==> src/rtl/pti_pkg.sv <==
// Package: shared types, constants and codes for the PVT table interpolator.
package pti_pkg;

    localparam int MaxPoints = 64;
    localparam int IdxBits   = $clog2(MaxPoints);
    localparam int ValBits   = 32;
    localparam int NumTab    = 7;
    localparam int QDepth    = 2;

    localparam logic [ValBits-1:0] OneQ16 = ValBits'(65536);
    localparam logic signed [ValBits-1:0] VMax = {1'b0, {(ValBits-1){1'b1}}};
    localparam logic signed [ValBits-1:0] VMin = {1'b1, {(ValBits-1){1'b0}}};

    typedef enum logic [1:0] {
        POL_FLAG  = 2'd0,
        POL_CLAMP = 2'd1,
        POL_EXTRA = 2'd2,
        POL_ALT   = 2'd3
    } t_policy;

    typedef enum logic [2:0] {
        ST_OK     = 3'd0,
        ST_BELOW  = 3'd1,
        ST_ABOVE  = 3'd2,
        ST_FACTOR = 3'd3,
        ST_RATIO  = 3'd4
    } t_status;

    localparam logic [1:0] CFG_POLICY = 2'd0;
    localparam logic [1:0] CFG_COUNT  = 2'd1;
    localparam logic [1:0] CFG_VISC   = 2'd2;

    typedef enum logic [3:0] {
        BK_IDLE, BK_SRCH, BK_SRCH_W, BK_ROWS, BK_ROWS_W, BK_PREP,
        BK_VDIV, BK_SDIV, BK_NEXT, BK_FIN, BK_OUT
    } t_bk_state;

    // query as queued by the front end
    typedef struct packed {
        logic [31:0] pressure;
    } t_query;

    typedef struct packed {
        logic                 start;
        logic [ValBits+31:0]  num;
        logic [31:0]          den;
    } t_div_req;

    typedef struct packed {
        logic                busy;
        logic                done;
        logic [ValBits+31:0] quo;
    } t_div_rsp;

endpackage

==> src/rtl/pti_front.sv <==
// Front end: accepts items, writes load rows, queues queries.
module pti_front (
    input  logic        i_clk,
    input  logic        i_rst_n,
    input  logic        i_valid,
    output logic        o_stall,
    input  logic        i_kind,
    input  logic [5:0]  i_row_index,
    input  logic [31:0] i_pressure,
    input  logic [pti_pkg::NumTab-1:0][pti_pkg::ValBits-1:0] i_row,
    output logic        o_wr_en,
    output logic [pti_pkg::IdxBits-1:0] o_wr_addr,
    output logic [31:0] o_wr_pressure,
    output logic [pti_pkg::NumTab-1:0][pti_pkg::ValBits-1:0] o_wr_row,
    output logic        o_q_valid,
    output pti_pkg::t_query o_q_item,
    input  logic        i_q_pop,
    input  logic        i_bk_busy
);
    import pti_pkg::*;

    localparam int PB = $clog2(QDepth);

    t_query        r_fifo [QDepth];
    logic [PB-1:0] r_wp, r_rp;
    logic [PB:0]   r_cnt;
    logic          w_acc, w_push;

    // loads stall while queries are pending or in work so row order is kept
    assign o_stall = (r_cnt == (PB+1)'(QDepth)) ||
                     (!i_kind && (r_cnt != '0 || i_bk_busy)) || i_q_pop;
    assign w_acc   = i_valid && !o_stall;
    assign w_push  = w_acc && i_kind;

    assign o_wr_en       = w_acc && !i_kind;
    assign o_wr_addr     = i_row_index[IdxBits-1:0];
    assign o_wr_pressure = i_pressure;
    assign o_wr_row      = i_row;

    assign o_q_valid = r_cnt != '0;
    assign o_q_item  = r_fifo[r_rp];

    always_ff @(posedge i_clk) begin
        if (!i_rst_n) begin
            r_wp  <= '0;
            r_rp  <= '0;
            r_cnt <= '0;
        end else begin
            if (w_push) r_wp <= r_wp + 1'b1;
            if (i_q_pop) r_rp <= r_rp + 1'b1;
            r_cnt <= r_cnt + (PB+1)'(w_push) - (PB+1)'(i_q_pop);
        end
        if (w_push) r_fifo[r_wp].pressure <= i_pressure;
    end

`ifndef SYNTHESIS
    a_no_over: assert property (@(posedge i_clk) disable iff (!i_rst_n)
        r_cnt <= (PB+1)'(QDepth)) else $error("queue overflow");
    a_no_under: assert property (@(posedge i_clk) disable iff (!i_rst_n)
        i_q_pop |-> r_cnt != '0) else $error("queue underflow");
    a_load_alone: assert property (@(posedge i_clk) disable iff (!i_rst_n)
        o_wr_en |-> r_cnt == '0 && !i_bk_busy) else $error("load passed a query");
`endif

endmodule

==> config.mk <==
export PLATFORM = sky130hd
export DESIGN_NAME = pti_front
export DESIGN_NICKNAME = d
export VERILOG_FILES = /design/src/rtl/pti_pkg.sv /design/src/rtl/pti_front.sv
export SDC_FILE = /design/constraint.sdc
export NUM_CORES = 1
export LEC_CHECK = 0
export ABC_CLOCK_PERIOD_IN_PS = 6800
export BUFFER_PORTS_ARGS = -buffer_cell sky130_fd_sc_hd__buf_2
export CORE_AREA = 2 2 219 221
export CTS_BUF_LIST = sky130_fd_sc_hd__clkbuf_16
export DETAILED_ROUTE_END_ITERATION = 16
export DIE_AREA = 0 0 221 223
export GPL_TIMING_DRIVEN = 0
export HOLD_SLACK_MARGIN = 0.1
export SETUP_SLACK_MARGIN = 0.02
export SLEW_MARGIN = 20
export SYNTH_ARGS = -nofsm -noshare
export SYNTH_HDL_FRONTEND = slang
export SYNTH_SLANG_ARGS = --single-unit
==> constraint.sdc <==
create_clock -name i_clk -period 6.8 [get_ports i_clk]
set_clock_uncertainty 0.05 [all_clocks]
set_input_delay 0.34 -clock i_clk [delete_from_list [all_inputs] [get_ports i_clk]]
set_output_delay 0.34 -clock i_clk [all_outputs]
set_load 0.005 [all_outputs]
Yosys cells after proc, flatten, opt, wreduce, memory -nomap -nowiden

Memory sizes are Yosys's and may differ from the RTL's. A register that Yosys moved wholly into a read port is not among the register bits.
Index checks and enable logic that the tools add are counted.
Widths: inputs -> output; s select.

Flip-flop bits (word level): 4
Bits in writable memories: 64
Input port bits: 268
Output and inout bits: 297
Logic and storage cells: 23
Memories: 1

Memory list:

| name   | depth | width | rd ports | clocked after memory_dff | write ports | RTL line        | text |
|---|---|---|---|---|---|---|---|
| r_fifo | 2     | 32    | 1        | 1                        | 1           | pti_front.sv:24 | `t_query r_fifo [QDepth];` |

Add/sub/neg operators: 4
Equality and inequality tests: 1
Muxes and demuxes: 4
Reductions and logical operators: 10

Operators with widths:

| operator            | count |
|---|---|
| $logic_and 1x1->1   | 4 |
| $mux 1              | 4 |
| $logic_or 1x1->1    | 3 |
| $add 1x1->1 const B | 2 |
| $add 2x1->2         | 1 |
| $eq 2x2->1 const B  | 1 |
| $logic_not 1->1     | 2 |
| $reduce_bool 2->1   | 1 |
| $sub 2x1->2         | 1 |

Depth between registers and ports, before layout

Word-level depth: 10
Depth in mapped cells: 7
Gate-level depth less buffers: 7

Least setup slack after synthesis

No wires, ideal clock.

Kind: input-to-reg
Start point: input i_q_pop
End point: memory r_fifo[1][0] in the netlist's numbering (enable)
Library setup time: 0.421 ns
Data arrival time: 2.203 ns
Required time: 6.329 ns
Path slack: 4.126 ns
Stages on the path: 3
Buffers on the path: 1
Cells stage by stage: buf_6 > or3_1 > nor2_1

Longest elaborated chain between the ends: 6

RTL lines:

| what                         | RTL line        | text |
|---|---|---|
| from (decl)                  | pti_front.sv:17 | `input logic i_q_pop,` |
| $logic_or 1x1->1             | pti_front.sv:31 | `(!i_kind && (r_cnt != '0 \|\| i_bk_busy)) \|\| i_q_pop;` |
| $logic_not 1->1              | pti_front.sv:32 | `assign w_acc = i_valid && !o_stall;` |
| $logic_and 1x1->1            | pti_front.sv:32 |  |
| $logic_and 1x1->1            | pti_front.sv:33 | `assign w_push = w_acc && i_kind;` |
| $mux 1                       | pti_front.sv:53 | `if (w_push) r_fifo[r_wp].pressure <= i_pressure;` |
| $mux 1 (not written as such) | pti_front.sv:53 |  |
| to (decl)                    | pti_front.sv:24 |  |

No other way between the ends.

==> key figures <==
Global route
  – Total routing usage reported by global routing: 0.0647
  – Initial antenna violation count: 1
  – First-pass GRT wire length: between 20 and 25 mm
  – Met3 usage in global routing: 0.0221
  – Pin count of the biggest net entering global routing: 27
  – Remaining Overflow, GRT: 0
  – Via count of the first global-routing pass: between 3000 and 4000
  – Grt met1 use: 0.0731
  – Most used routing layer in global routing: met2
  – Global routing met2 resource utilization: 0.108

Timing
  – Slew of the pin with the lowest slew margin: ~480 ps
  – Maximum clock rate: between 0.4 and 0.5 GHz
  – Final hold violation count: 0
  – Portion of the clock cycle consumed by the worst path in the final layout: 0.356
  – Final-report max-slew violation count: 0
  – Crit path time final: roughly 2400 ps
  – Accumulated negative setup slack: 0 ps
  – Setup violators final: 0
  – Tightest slew margin relative to the limit: 0.679
  – Unrepaired setup endpoints after global routing: false

Yosys
  – Fraction of synthesized cell area in xor and xnor cells: 0.00580
  – Cells after Synth: 392
  – Synth Area in Simple Gates: 0.0190
  – Multiplexer area fraction after synthesis: 0.0795
  – Complex-gate fraction of the synthesized area: 0.00386
  – Net count after synthesis: roughly 660
  – Average footprint of a synthesized cell: roughly 12 um2
  – YS warnings: 0
  – Synthesized flop and latch total: approximately 70
  – Cell area after synthesis: between 4000 and 5000 um2
  – Netlist cell types: 24
  – Dominant combinational cell family by area after synthesis: buffers and inverters
  – Seq/Total Area, Yosys: 0.446
  – Post-synthesis share of cell area spent on full adders, half adders and majority gates: 0.00276

Route
  – WL per Instance: between 10 and 15 um
  – Count of antenna-violating nets left after detailed routing: 0
  – Number of violations reported at the end of detailed-routing iteration 0: 98
  – Drt pass-1 iters: 4
  – DRC violation count after routing: 0
  – Vias: around 3700
  – Drt via density: roughly 2.7
  – Total detailed-routing wirelength: 17.4 mm

Layout
  – Fraction of final layout cells sized beyond drive strength 1: 0.856
  – Nets@finish: just over 1000
  – Multi-input logic area: 510 um2
  – Reg area: approximately 2000 um2
  – Final Util: 0.155
  – Syn-to-layout area delta: 61.7%
  – Non-Filler Instances: approximately 1400
  – Filler Cells Inserted: around 5200

Critical path
  – Reg2Reg Launch Point: r_cnt[0]
  – Crit path cell chain: clkbuf_1, buf_2, mux2_2, buf_2
  – Cell with the largest stage delay on the worst path: buf_2
  – CP Data Required Time: 6410 ps
  – Kind of critical path: reg -> out
  – Max stage delay on crit path: 490 ps
  – Arr. time, crit path: just over 2000 ps
  – Max FO, Critical Path: 10
  – Most common cell on crit path: buf_2
  – Kind of start point of the critical path: flop
  – Crit path capture type: primary output

Pwr
  – Leakage component of the power: 3.58 nW
  – Pwr/cell area: 168 nW/um2
  – Worst voltage drop across the vdd grid: 0.133 mV

Clock tree
  – Longest Clk Path Bufs: 2
  – Clock insertion delay at the later pin of the skew report: 360 ps
  – Cell at the root of the clock tree: clkbuf_16
  – Clock buffer count from CTS: 9
  – H-tree levels: 3
  – Number of buffers inserted to repair setup after CTS: 0
  – Clock sink count: 69
  – Clock-pin transition on the worst setup and hold timing paths: 70 ps
  – Clock tree from TritonCTS: built

Min path
  – Hold wc startpoint: i_pressure[26]
  – Hold/Removal Path Class: in -> reg

Die
  – Die outline height: between 200 and 250 um
  – Full die area: 49300 um2
  – Placement row count: 80
  – Die boundary width: roughly 220 um
  – Number of primary I/O pins: about 570
  – Total core area: 47100 um2
  – Initial Util: 0.0962

Run
  – Number of maximum-capacitance constraint violations: 0

Placed design
  – Post-placement cell count: 1343
  – Gp weighted congestion: a little under 1
  – Detailed Place HPWL: between 10 and 15 mm
  – Port buffer count: 333

Status
  – Result of the run: complete, no violations
## logic make-up after synthesis
kind of cell	Yosys count
buffers and inverters	270
DFF	69
muxes	32
and+or+nand+nor	14
AOI/OAI and AO/OA	3
xor gates and xnor gates	3
adders and majority gates	1
## path summary, 6_finish.rpt
path	end	slack, ps	cells after the start
setup / recovery	o_q_item[26]	4380	4
hold reg to reg	r_wp	440	2
setup reg to reg	r_fifo[0][31]	4930	4
hold / removal	r_fifo[0][26]	140	1
## cell usage in the layout (no fill, tap or decap), drive strengths merged
master       count
o31ai            1
nand2b           1
o21ai            1
inv              5
and2             1
or2              1
and4b            1
dlygate4sd3      2
nand2            1
or3              1
ha               1
xnor2            2
dfxtp            5
buf            602
clkinvlp         2
or4              1
clkinv           2
a21oi            1
edfxtp          64
nor2b            1
mux2            32
xor2             1
nor2             6
clkbuf          10
diode            1
## sequential cells by signal (all words and copies together) (netlist names), named ones only
signal	cells
r_cnt	2
r_rp	1
r_wp	1
r_fifo	64
## per-layer routing
layer  wire length, um  up-vias
met1              6740     1656
li1                  -     1721
met3              1360       23
met5                 0        -
met4               577        0
met2              8710      253
## stage by stage
step / instance area, um2 / setup WS [ps] / power [mW] / hold WS (ps)
after CTS: 7330 / 4130 / 1.27 / 101
after global placement: 6970 / 2380 / 0.795 / 427
after detailed placement: 7040 / 4550 / 0.798 / 436
after global routing: 7330 / 4160 / 1.30 / 122
after floorplan: 4530 / 4130 / 0.658 / 389
final: 7330 / 4380 / 1.23 / 136
## synth_stat cells
master,instances,area (um2)
o21ai_0,1,5.00
or2_2,1,6.26
mux2_1,15,169
and4b_1,1,10.0
dfxtp_1,5,100
nor2b_4,1,13.8
clkbuf_1,1,3.75
xor2_1,1,8.76
edfxtp_1,64,1920
mux2_2,17,191
or4_4,1,11.3
ha_1,1,12.5
buf_6,1,11.3
inv_1,3,11.3
nor2_1,6,22.5
nand2_1,1,3.75
nand2b_1,1,6.26
and2_1,1,6.26
a21oi_1,1,5.00
o31ai_1,1,7.51
buf_4,262,1970
or3_1,1,6.26
buf_2,3,15.0
xnor2_1,2,17.5
## where the power goes
group	leakage [nW]	switching (mW)	internal [mW]	total, mW
Combinational	2.82	0.114	0.189	0.303
Clock	0.129	0.200	0.245	0.444
Sequential	0.622	0.00429	0.477	0.481
Total	3.58	0.318	0.911	1.23
## worst max-delay path, delay by kind of cell, from the launching register on
| kind | cells | cell delay, ps |
|---|---|---|
| flops | 1 | 310 |
| buf+inv | 3 | 950 |
| mux | 1 | 400 |
## what timing repair did
action                                 4_1_cts  5_1_grt
endpoints found under the hold margin        3        0
gates resized for setup                      0        0
hold buffers                                 2        0
## area by class of cell
class	instances	area share
Antenna cell	1	0.000341
Buffer	267	0.272
Clock buffer	9	0.0307
Clock inverter	6	0.00563
Inverter	3	0.00154
Multi-Input combinational cell	53	0.0697
Sequential cell	69	0.276
Tap cell	615	0.105
Timing Repair Buffer	338	0.239
No activity file was read; power rests on OpenSTA's default activity.
